`config.mk`:
```
export PLATFORM = sky130hd
export DESIGN_NAME = hrwc_cell
export DESIGN_NICKNAME = d
export VERILOG_FILES = /design/src/hw/rtl/hrwc_pkg.sv /design/src/hw/rtl/hrwc_cell.sv
export SDC_FILE = /design/constraint.sdc
export NUM_CORES = 1
export LEC_CHECK = 0
export ABC_AREA = 1
export BUFFER_PORTS_ARGS = -buffer_cell sky130_fd_sc_hd__clkbuf_2
export CAP_MARGIN = 5
export CORE_MARGIN = 2
export CORE_UTILIZATION = 52
export DETAILED_ROUTE_END_ITERATION = 10
export GPL_TIMING_DRIVEN = 0
export PLACE_DENSITY = 0.73
export SLEW_MARGIN = 20
export SYNTH_ARGS = -nofsm -noshare
export SYNTH_HDL_FRONTEND = slang
export SYNTH_SLANG_ARGS = --single-unit
```
`constraint.sdc`:
```
create_clock -name clk -period 4.2 [get_ports clk]
set_input_delay 0.63 -clock clk [delete_from_list [all_inputs] [get_ports clk]]
set_output_delay 0.63 -clock clk [all_outputs]
set_load 0.005 [all_outputs]
```
`src/hw/rtl/hrwc_pkg.sv`:
```
// hrwc_pkg: shared types and constants for the heap region write checker.
// Holds the command, verdict and register codes and the structs passed between
// the config block, the region cells and the top level. No dependencies.
package hrwc_pkg;

    localparam int REGION_ENTRIES = 64;
    localparam int ADDR_BITS      = 48;
    localparam int CNT_W          = $clog2(REGION_ENTRIES + 1);

    localparam int CFG_DATA_W = 64;
    localparam int CFG_ADDR_W = 5;
    localparam int REG_IDX_W  = 2;

    localparam logic [ADDR_BITS-1:0] STACK_FLOOR_RESET = ADDR_BITS'(48'h7000_0000_0000);
    localparam logic [3:0]           OPC_CHECKED       = 4'd2;

    typedef enum logic [1:0] {
        CMD_WRITE = 2'd0,
        CMD_ALLOC = 2'd1,
        CMD_FREE  = 2'd2
    } cmd_t;

    typedef enum logic [1:0] {
        OP_NONE  = 2'd0,
        OP_WRITE = 2'd1,
        OP_ALLOC = 2'd2,
        OP_FREE  = 2'd3
    } op_t;

    typedef enum logic [1:0] {
        V_NONE     = 2'd0,
        V_UAF      = 2'd1,
        V_OVERFLOW = 2'd2,
        V_FULL     = 2'd3
    } verdict_t;

    typedef enum logic [REG_IDX_W-1:0] {
        REG_STATIC_START = 2'd0,
        REG_STATIC_END   = 2'd1,
        REG_STACK_FLOOR  = 2'd2
    } reg_idx_t;

    // Configuration register contents
    typedef struct packed {
        logic [ADDR_BITS-1:0] static_start;
        logic [ADDR_BITS-1:0] static_end;
        logic [ADDR_BITS-1:0] stack_floor;
    } hrwc_cfg_t;

    // Query held steady while the search token walks the chain
    typedef struct packed {
        op_t                  op;
        logic [ADDR_BITS-1:0] addr;
        logic [ADDR_BITS-1:0] size;
    } hrwc_query_t;

    // Search token handed from cell to cell, newest entry first
    typedef struct packed {
        logic active;
        logic found;
        logic allocated;
    } hrwc_tok_t;

endpackage

```
`src/hw/rtl/hrwc_cell.sv`:
```
// hrwc_cell: one heap region entry plus one stage of the search token chain.
// Depends on hrwc_pkg for hrwc_query_t and hrwc_tok_t.
module hrwc_cell
    import hrwc_pkg::*;
(
    input  logic        clk,
    input  logic        rst_n,
    input  hrwc_query_t query,
    input  logic        ins_en,
    input  hrwc_tok_t   tok_in,
    output hrwc_tok_t   tok_out
);

    logic [ADDR_BITS-1:0] base_reg;
    logic [ADDR_BITS-1:0] size_reg;
    logic                 live_reg;
    logic                 alloc_reg;
    hrwc_tok_t            tok_reg;
    hrwc_tok_t            tok_next;

    logic [ADDR_BITS-1:0] offset;
    logic                 covers;
    logic                 match;
    logic                 hit;

    // covers: base <= a and a - base < size, no wrap
    assign offset = query.addr - base_reg;
    assign covers = (query.addr >= base_reg) && (offset < size_reg);

    always_comb
    begin
        case (query.op) inside
            OP_WRITE:          match = covers;
            OP_ALLOC, OP_FREE: match = (base_reg == query.addr);
            default:           match = 1'b0;
        endcase
    end

    // first hit seen on the way down is the newest one
    assign hit = tok_in.active && !tok_in.found && live_reg && match;

    always_comb
    begin
        tok_next.active    = tok_in.active;
        tok_next.found     = tok_in.found || hit;
        tok_next.allocated = hit ? alloc_reg : tok_in.allocated;
    end

    assign tok_out = tok_reg;

    always_ff @(posedge clk or negedge rst_n)
    begin
        if (!rst_n)
        begin
            tok_reg   <= '0;
            live_reg  <= 1'b0;
            alloc_reg <= 1'b0;
        end
        else
        begin
            tok_reg <= tok_next;
            if (ins_en)
            begin
                live_reg  <= 1'b1;
                alloc_reg <= 1'b1;
            end
            else if (hit && query.op == OP_ALLOC)
                alloc_reg <= 1'b1;
            else if (hit && query.op == OP_FREE)
                alloc_reg <= 1'b0;
        end
    end

    // entry payload, only read while live
    always_ff @(posedge clk)
    begin
        if (ins_en)
        begin
            base_reg <= query.addr;
            size_reg <= query.size;
        end
        else if (hit && query.op == OP_ALLOC)
            size_reg <= query.size;
    end

endmodule

```
# Word level (Yosys, flattened, before mapping)
# Index checks and enable logic that the tools add are counted.
[totals]
ff_bits = 101
in_bits = 104
output_inout_bits = 3
elab_cells = 33
[classes]
add_sub_neg = 1
order_cmp = 2
eq_ne = 4
mux = 8
reduce_logical = 11
[ops]
columns = ["operator", "n"]
rows = [
  ["48-bit 2-to-1 mux", 2],
  ["48-bit == test", 1],
  ["48-bit >= comparator", 1],
  ["48-bit < comparator", 1],
  ["48-bit subtractor", 1],
  ["1-bit logical AND", 6],
  ["1-bit 2-to-1 mux", 6],
  ["2-bit == test (second input constant)", 2],
  ["3-bit nonzero test", 1],
  ["2-bit by 1-bit == test with 1-bit output (second input constant)", 1],
  ["2-bit nonzero test", 1],
  ["2-bit OR reduction", 1],
  ["1-bit zero test", 1],
  ["1-bit logical OR", 1],
]

# Longest topological paths before layout
# Gate-level depths: netlist (run 1).
[depth]
ltp_word = 9
depth_mapped = 27
depth_no_buf = 27

# Worst setup path before layout (run 1)
# Ideal clock, no wire load.
[synth_timing]
path_type = "input to register"
startpoint = "input query[48] (netlist bit)"
endpoint = "register tok_reg (netlist bit tok_out[0])"
setup_ps = 116
t_arrival_ps = 3306
required_time_ps = 4084
slack_ps = 778
stages = 25
path_buffers = 0
path_cell_list = "inv_1 > ha_1 > inv_1 > fa_1 > nand2_1 > nand2_1 > and2_1 > a21oi_2 > o21ai_0 > a21oi_1 > xor2_1 > ha_1 > nand2_1 > nor2_1 > nand2_1 > nor2_1 > a21o_1 > nor2_1 > nand2_1 > nand2_1 > nand2_1 > nand2_1 > nand2_1 > nand2_1 > nand2_1"
[synth_rtl]
columns = ["element", "line_no", "rtl"]
rows = [
  ["start: declaration", "hrwc_cell.sv:8", "input hrwc_query_t query,"],
  ["end signal: assignment", "hrwc_cell.sv:61", "tok_reg <= tok_next;"],
  ["end: declaration", "hrwc_cell.sv:18", "hrwc_tok_t tok_reg;"],
]

==> impl_metrics.toml, run 1 <==
[run_status]
run_status = "finished, final reports clean"

[cts]
cts_hold_buf = 0
clk_latency_ps = 370
numClockSinks = 101
cts_setup_buffers = 0
root_buffer = "clkbuf_16"
cts_tree = "built"
ctsResizeCount = 0
cts.clk_slew.worst_paths_ps = 80
cts_buffers = 9
htree_levels = 3
clockBufferDepth = 2

[power_and_ir_drop]
p_int_uw = 2022
p_sw_frac = 0.3589
powerDensity_nw_per_um2 = 352.6
leakagePower_uw = 0.004427
seqPwrFrac = 0.383
clockPowerShare = 0.263
switchingPower_uw = 1132
combPwrFrac = 0.354
irDropWorstVdd_mv = 0.2709

[timing]
post-route-period-util = 0.8572
slew_viol_final = 0
rsz0062_at_grt = "false"
setup_violations = 0
max_slew_margin = 0.5165
worst_pin_slew_ps = 725.3
period_minus_slack_ps = 3600
tns_ps = 0
fmaxAchievable_mhz = 277.7
fin_skew_ps = 8.314
hold_violations = 0

[cells_and_area]
antennaDiodeCount = 0
drive_gt1_frac = 0.1288
area_delta_synth_final_pct = 13.77
final_nets = 1305
final_cell_area_um2 = 8942

[global_routing]
grt_max_degree = 51
grt_pass1_vias = 6410
grt_overflow_total = 0
grt_use_total = 0.2468
antenna_found_initial = 0
grt_pass1_wl_um = 30950

[placement]
io_buffers = 106
place_congestion = 0.9610
placed_area_um2 = 8646
hpwl_um = 15880

[synthesis]
synth.distinct_cells = 35
synth_edf_count = 96
avgSynthCellArea_um2 = 7.964
synth_cells = 987
synth_top_area_share = 0.3668
yosys_warnings = 0
synth-seq-area-share = 0.3827
syn-num-nets = 1187
synth_flop_cell = "edfxtp_1"
synth.top_cells.by_area = "edfxtp_1 (37%), ha_1 (15%), inv_1 (9.6%), nand2_1 (9.4%), a21oi_1 (5.6%)"
ys_ff_latch = 101
synth_top_area_cell = "edfxtp_1"
syn-cell-area_um2 = 7860
async_flop_share = 0.04950

[worst_setup_path]
critPathMostFrequentCell = "nand2_1"
crit_path_max_incr_delay_ps = 470
crit_required_ps = 4460
path_delay_family = "simple AND/OR/NAND/NOR gates"
worstPathMaxFanout = 4
crit_path_end_kind = "flop"
critPathBufInv = 3
critPathLaunchType = "input port"
crit_type = "input port to flop"
critPathArrivalTime_ps = 3860
slowest_stage = "fa_1"

[floorplan]
coreArea_um2 = 14640
fp.dieW_um = 126.9
dieArea_um2 = 16120
rows = 44
die-height_um = 126.9
io_pins = 107
start_util = 0.5367

[job]
maxCapViolCount = 0

[drt]
vias = 6757
routed_via_density = 5.222
drc = 0
detailedRoute.firstPassIterationCount = 5
wl_um = 19030
ant_nets = 0
first_iter_violations = 461
routedWlPerCell_um = 14.70

[hold_path]
hp-class = "input port to asynchronous set/reset pin"
==> worst register-to-register path: cells and delay by family (launching register included) <==
| kind | cells | cell delay (ps) |
|---|---|---|
| flops | 1 | 330 |
| xor+xnor | 1 | 320 |
| simple gates | 11 | 1160 |
| compound gates | 4 | 740 |
| buf+inv | 3 | 180 |
| fa+ha+maj | 2 | 730 |
==> power by group through the flow <==
stage          sequential, uW  combinational, uW  clock, uW
5_1_grt                  1220               1270        889
6_report                 1210               1120        829
3_3_place_gp             1230               1070          0
2_1_floorplan            1230                768          0
3_5_place_dp             1230               1090          0
4_1_cts                  1210               1110        842
==> layout make-up <==
| cell class | count | area [um^2] |
|---|---|---|
| Tap cell | 184 | 230.2 |
| Multi-Input combinational cell | 682 | 4089 |
| Clock inverter | 6 | 67.56 |
| Fill cell | 1394 | 5702 |
| Sequential cell | 101 | 3008 |
| Inverter | 204 | 765.7 |
| Clock buffer | 10 | 229.0 |
| Timing Repair Buffer | 107 | 553.0 |
==> synthesized netlist by cell type, drive strengths merged, types with 5 or more instances <==
cell type	n
inv	204
nand2	202
nor2	105
edfxtp	96
ha	95
a21oi	91
o21ai	45
nand3	37
xor2	31
o21bai	15
xnor2	13
nor3	10
nand4	8
a21o	7
a31oi	6
dfrtp	5
==> layer usage <==
layer	global-route usage	share of wire	vias up
met5	0	0	-
met4	0.06464	0.015	0
met3	0.04471	0.075	17
met2	0.3662	0.42	223
met1	0.3729	0.49	3060
li1	-	-	3457
==> cells in the final DEF (no fill, tap or decap), types with 2 or more instances in the layout <==
master / n
edfxtp_1: 96
nor4_1: 3
nand2_2: 6
nor2_1: 99
o21a_1: 3
xor2_1: 31
nand3_1: 37
o21ai_1: 4
a31oi_1: 6
a21oi_2: 3
a21boi_0: 2
and3_1: 2
dfrtp_1: 5
inv_6: 3
o21bai_1: 14
nor3_1: 10
a21oi_1: 88
xnor2_1: 13
nor2_4: 2
nor2_2: 4
inv_2: 2
o21ai_0: 40
clkbuf_16: 9
a21o_1: 7
nand2_1: 196
clkbuf_2: 105
clkinv_8: 2
ha_1: 95
inv_1: 202
nand4_1: 8
==> cells by family (layout without fill, tap and decap cells) <==
| logic type | count (synthesis) | in the layout | share of synthesized area |
|---|---|---|---|
| AO/OA/AOI/OAI | 172 | 172 | 0.1231 |
| XOR/XNOR | 44 | 44 | 0.04903 |
| adder cells (fa/ha/maj) | 96 | 96 | 0.1538 |
| buffers and inverters | 204 | 327 | 0.09742 |
| flip-flops | 101 | 101 | 0.3827 |
| AND/OR/NAND/NOR | 370 | 370 | 0.1940 |
==> through the flow <==
stage                     hold WS, ps  total power (uW)  utilization  std cells  setup WS, ps
after CTS                       60.88              3158       0.6106       1294         574.6
after global placement          451.5              2301       0.5887       1277         209.9
after floorplan                 334.4              1994            -        987         777.6
after global routing            64.22              3379       0.6106       1294         186.1
after detailed placement        453.5              2325       0.5904       1278         194.5
final                           62.72              3153       0.6106       1294         599.6
==> final timing paths <==
| kind | start | endpoint | slack (ps) | depth (start not counted) |
|---|---|---|---|---|
| min in group clk | tok_in[2] | tok_out[2] | 400 | 1 |
| max in group asynchronous | rst_n | tok_out[2] | 4000 | 1 |
| worst min-delay path | rst_n | tok_out[1] | 60 | 1 |
| worst min register to register | live_reg | live_reg | 470 | 1 |
| worst max-delay path | query[48] | tok_out[0] | 600 | 26 |
| worst max register to register | base_reg[34] | tok_out[0] | 650 | 21 |
(Power assumes the default switching activity.)
==> run 2: changes to the inputs <==
==> constraint.sdc (replaced) <==
create_clock -name clk -period 3.5 [get_ports clk]
set_input_delay 0.525 -clock clk [delete_from_list [all_inputs] [get_ports clk]]
set_output_delay 0.525 -clock clk [all_outputs]
set_load 0.005 [all_outputs]
==> impl_metrics.toml, run 2 (synthesis gave the netlist of run 1 again) <==
[floorplan]
die-height_um = 126.9
coreArea_um2 = 14640
rows = 44
start_util = 0.5367
dieArea_um2 = 16120
fp.dieW_um = 126.9
io_pins = 107

[timing]
post-route-period-util = 0.9620
fin_skew_ps = 7.377
slew_viol_final = 0
worst_pin_slew_ps = 726.0
rsz0062_at_grt = "true"
max_slew_margin = 0.5160
hold_violations = 0
fmaxAchievable_mhz = 297.0
worst_hold_slack_ps = 295.3
timing.final.ws_setup_ps = 133.0
setup_violations = 0
period_minus_slack_ps = 3367
tns_ps = 0

[hold_path]
hp-class = "input port to flop"

[cells_and_area]
mostFrequentLayoutCells = "inv_1 (202), nand2_1 (193), clkbuf_2 (105)"
utilization = 0.6349
antennaDiodeCount = 0
nFillCells = 1336
final_common_cell = "inv_1"
regArea_um2 = 3008
multi_input_area_um2 = 4397
area_delta_synth_final_pct = 18.29
drive_gt1_frac = 0.1738
final_nets = 1311

[global_routing]
grt_pass1_wl_um = 31010
grt_pass1_vias = 6427
grt_max_degree = 51
antenna_found_initial = 0
grt_use_total = 0.2473
grt_overflow_total = 0

[cts]
htree_levels = 3
numClockSinks = 101
cts.clk_slew.worst_paths_ps = 70
cts_buffers = 9
clk_latency_ps = 360
clockBufferDepth = 2
root_buffer = "clkbuf_16"
cts_tree = "built"

[drt]
wl_um = 19420
ant_nets = 0
routedWlPerCell_um = 14.94
drc = 0
routed_via_density = 5.255
first_iter_violations = 449
detailedRoute.firstPassIterationCount = 5
vias = 6831

[worst_setup_path]
path_cells = "inv_1, ha_1, nand2_1, o21ai_0, a21boi_4, o21ai_0, nand2_1, o211ai_1, xor2_1, ha_1, a21oi_1, o21a_1, a21oi_1, nor3_2, nand2_1, nand2_1, nand2_1, nand2_1, nand2_1"
path_delay_family = "compound AO/OA/AOI/OAI gates"
critPathBufInv = 1
critPathLaunchType = "flop"
crit_path_max_incr_delay_ps = 400
slowest_stage = "o21ai_0"
critPathMostFrequentCell = "nand2_1"
crit_required_ps = 3760
critPathArrivalTime_ps = 3630
crit_type = "flop to flop"
worstPathMaxFanout = 4
crit_path_end_kind = "flop"

[placement]
place_congestion = 0.9610
io_buffers = 106
hpwl_um = 15880
dp_slack_ps = -400.5

[power_and_ir_drop]
total_power_uw = 3892
powerDensity_nw_per_um2 = 418.6
leakagePower_uw = 0.004491
irDropWorstVdd_mv = 0.3256

[run_status]
run_status = "finished, final reports clean"

[job]
maxCapViolCount = 0
==> run 2: worst paths after layout <==
path                        startpoint  slack [ps]  cells past startpoint    endpoint
min in group asynchronous        rst_n         500                      2  tok_out[1]
max in group asynchronous        rst_n        2870                      2  tok_out[2]
setup reg to reg           base_reg[7]         130                     19  tok_out[0]
setup / recovery           base_reg[7]         130                     19  tok_out[0]
hold / removal               tok_in[2]         300                      1  tok_out[2]
hold reg to reg               live_reg         470                      1    live_reg
==> run 2: metal layers <==
| metal | part of all wire | global-route usage |
|---|---|---|
| met4 | 0.015 | 0.06399 |
| met5 | 0 | 0 |
| met2 | 0.42 | 0.3684 |
| met1 | 0.49 | 0.3726 |
| met3 | 0.076 | 0.04471 |
==> run 2: timing repair <==
action,4_1_cts,5_1_grt
hold endpoints to repair,5,0
setup endpoints to repair,1,2
buffers inserted,0,5
resized for setup,4,72
hold buffers,1,0
pin swaps,2,17
==> run 2: report_power, final <==
| part | leakage (uW) | total [uW] | switching [uW] | internal (uW) |
|---|---|---|---|---|
| combinational | 0.00336 | 1450 | 891 | 555 |
| sequential | 0.000992 | 1450 | 25.8 | 1430 |
| clock | 0.000144 | 994 | 490 | 504 |
==> run 2: per-stage QoR <==
step           cell area (um^2)  std cells
2_1_floorplan              7860        987
3_3_place_gp               8621       1277
3_5_place_dp               8646       1278
4_1_cts                    8959       1295
5_1_grt                    9298       1300
6_report                   9298       1300
==> run 2: area by class of cell <==
| type | count | area share |
|---|---|---|
| well taps | 184 | 0.02476 |
| flip-flops and latches | 101 | 0.3235 |
| inverters | 204 | 0.08236 |
| repair buffers | 113 | 0.06459 |
| multi-input cells | 682 | 0.4729 |
| clock inverters | 6 | 0.007267 |
| clock buffers | 10 | 0.02463 |
==> run 3: changes to the inputs <==
--- a/config.mk
+++ b/config.mk
@@ -8,7 +8,7 @@
 export ABC_AREA = 1
 export BUFFER_PORTS_ARGS = -buffer_cell sky130_fd_sc_hd__clkbuf_2
 export CAP_MARGIN = 5
-export CORE_MARGIN = 2
+export CORE_MARGIN = 10
 export CORE_UTILIZATION = 52
 export DETAILED_ROUTE_END_ITERATION = 10
 export GPL_TIMING_DRIVEN = 0
==> impl_metrics.toml, run 3 (synthesis gave the netlist of run 1 again) <==
[worst_setup_path]
crit_path_end_kind = "flop"
worstPathMaxFanout = 4
critPathLaunchType = "flop"
crit_type = "flop to flop"
critPathArrivalTime_ps = 3720
crit_required_ps = 3760

[placement]
dp.cells = 1278
io_buffers = 106
placed_area_um2 = 8646
place_congestion = 0.9401
hpwl_um = 16660

[drt]
drc = 0
wl_um = 20620
detailedRoute.firstPassIterationCount = 5
routed_via_density = 5.275
ant_nets = 0
first_iter_violations = 547
routedWlPerCell_um = 15.81
vias = 6878

[cts]
numClockSinks = 101
htree_levels = 3
cts_buffers = 9
cts.clk_slew.worst_paths_ps = 70
clockBufferDepth = 2
cts_tree = "built"
clk_latency_ps = 360
root_buffer = "clkbuf_16"

[cells_and_area]
drive_gt1_frac = 0.2071
nFillCells = 1256
utilization = 0.6427
final_cells = 1304
area_delta_synth_final_pct = 20.20
mostFrequentLayoutCells = "inv_1 (200), nand2_1 (186), clkbuf_2 (105)"
antennaDiodeCount = 0
final_nets = 1315
final_common_cell = "inv_1"
final_cell_area_um2 = 9448

[timing]
setup_violations = 0
worst_hold_slack_ps = 287.6
rsz0062_at_grt = "true"
hold_violations = 0
post-route-period-util = 0.9900
worst_pin_slew_ps = 750.5
max_slew_margin = 0.4997
slew_viol_final = 0
fin_skew_ps = 7.866
period_minus_slack_ps = 3465
fmaxAchievable_mhz = 288.6

[global_routing]
grt_max_degree = 51
antenna_found_initial = 0
grt_pass1_wl_um = 32400
grt_pass1_vias = 6656
grt_use_total = 0.2000
grt_overflow_total = 0

[floorplan]
die-height_um = 142.9
fp.dieW_um = 142.9
dieArea_um2 = 20430
start_util = 0.5347
rows = 44
io_pins = 107
coreArea_um2 = 14700

[run_status]
run_status = "finished, final reports clean"

[job]
maxCapViolCount = 0

[hold_path]
hp-class = "input port to flop"

[power_and_ir_drop]
powerDensity_nw_per_um2 = 417.0
irDropWorstVdd_mv = 0.2835
leakagePower_uw = 0.004526
-- run 3: area by class of cell --
class                      count  area [um^2]  share of cell area
inverter                     204        765.7             0.08105
clock inverter                 6        65.06            0.006887
clock buffer                  10        229.0             0.02424
tap                          184        230.2             0.02437
sequential                   101         3008              0.3184
timing repair buffer         117        630.6             0.06675
multi-input combinational    682         4519              0.4783
-- run 3: worst paths after layout --
check	start	endpoint	slack [ps]	cells after the start
worst max-delay path	base_reg[14]	tok_out[0]	40	21
worst min-delay path	tok_in[2]	tok_out[2]	290	1
worst max register to register	base_reg[14]	tok_out[0]	40	21
worst min register to register	alloc_reg	alloc_reg	480	2
max in group asynchronous	rst_n	alloc_reg	2850	2
min in group asynchronous	rst_n	live_reg	510	2
-- run 3: power breakdown --
part	leakage, uW	switching, uW	internal [uW]	total (uW)
sequential	0.000992	23.9	1430	1450
combinational	0.00339	923	575	1500
clock	0.000144	487	505	992
total	0.00453	1430	2510	3940
-- run 3: stage by stage --
| step | setup slack [ps] | power (uW) | TNS [ps] |
|---|---|---|---|
| global route | -181.3 | 4211 | -232.4 |
| floorplan | 182.6 | 2393 | 0 |
| global placement | -379.2 | 2761 | -16920 |
| detailed placement | -394.5 | 2787 | -718.8 |
| finish | 35.15 | 3940 | 0 |
| CTS | 2.058 | 3789 | 0 |
-- run 3: timing repair --
action / in CTS / in global routing
buffers inserted: 0 / 9
hold buffers: 1 / 0
hold endpoints to repair: 5 / 0
pin swaps: 0 / 31
gates cloned: 0 / 0
resized for setup: 5 / 109
setup endpoints to repair: 1 / 2
-- run 3: worst max-delay path, stage by stage, from the launching register on --
cell      delay [ps]
edfxtp_1         330
inv_1             40
ha_1             410
nand2_1          150
nor2_1           130
inv_1             90
nor2_2           160
inv_1             70
o21ai_0          160
nand2_1           70
o211ai_1         170
xor2_1           310
ha_1             310
a21oi_2          160
o21a_1           130
a21oi_1           60
nor3_1           220
nand2_1          100
nand2_2           90
nand2_2           60
nand2_1           70
nand2_1           50
-- run 3: layer usage --
| layer | global-route usage | wire length [um] | part of all wire |
|---|---|---|---|
| met1 | 0.2876 | 9758 | 0.47 |
| met4 | 0.05592 | 318 | 0.015 |
| met5 | 0 | 0 | 0 |
| met3 | 0.04179 | 1733 | 0.084 |
| met2 | 0.2959 | 8812 | 0.43 |
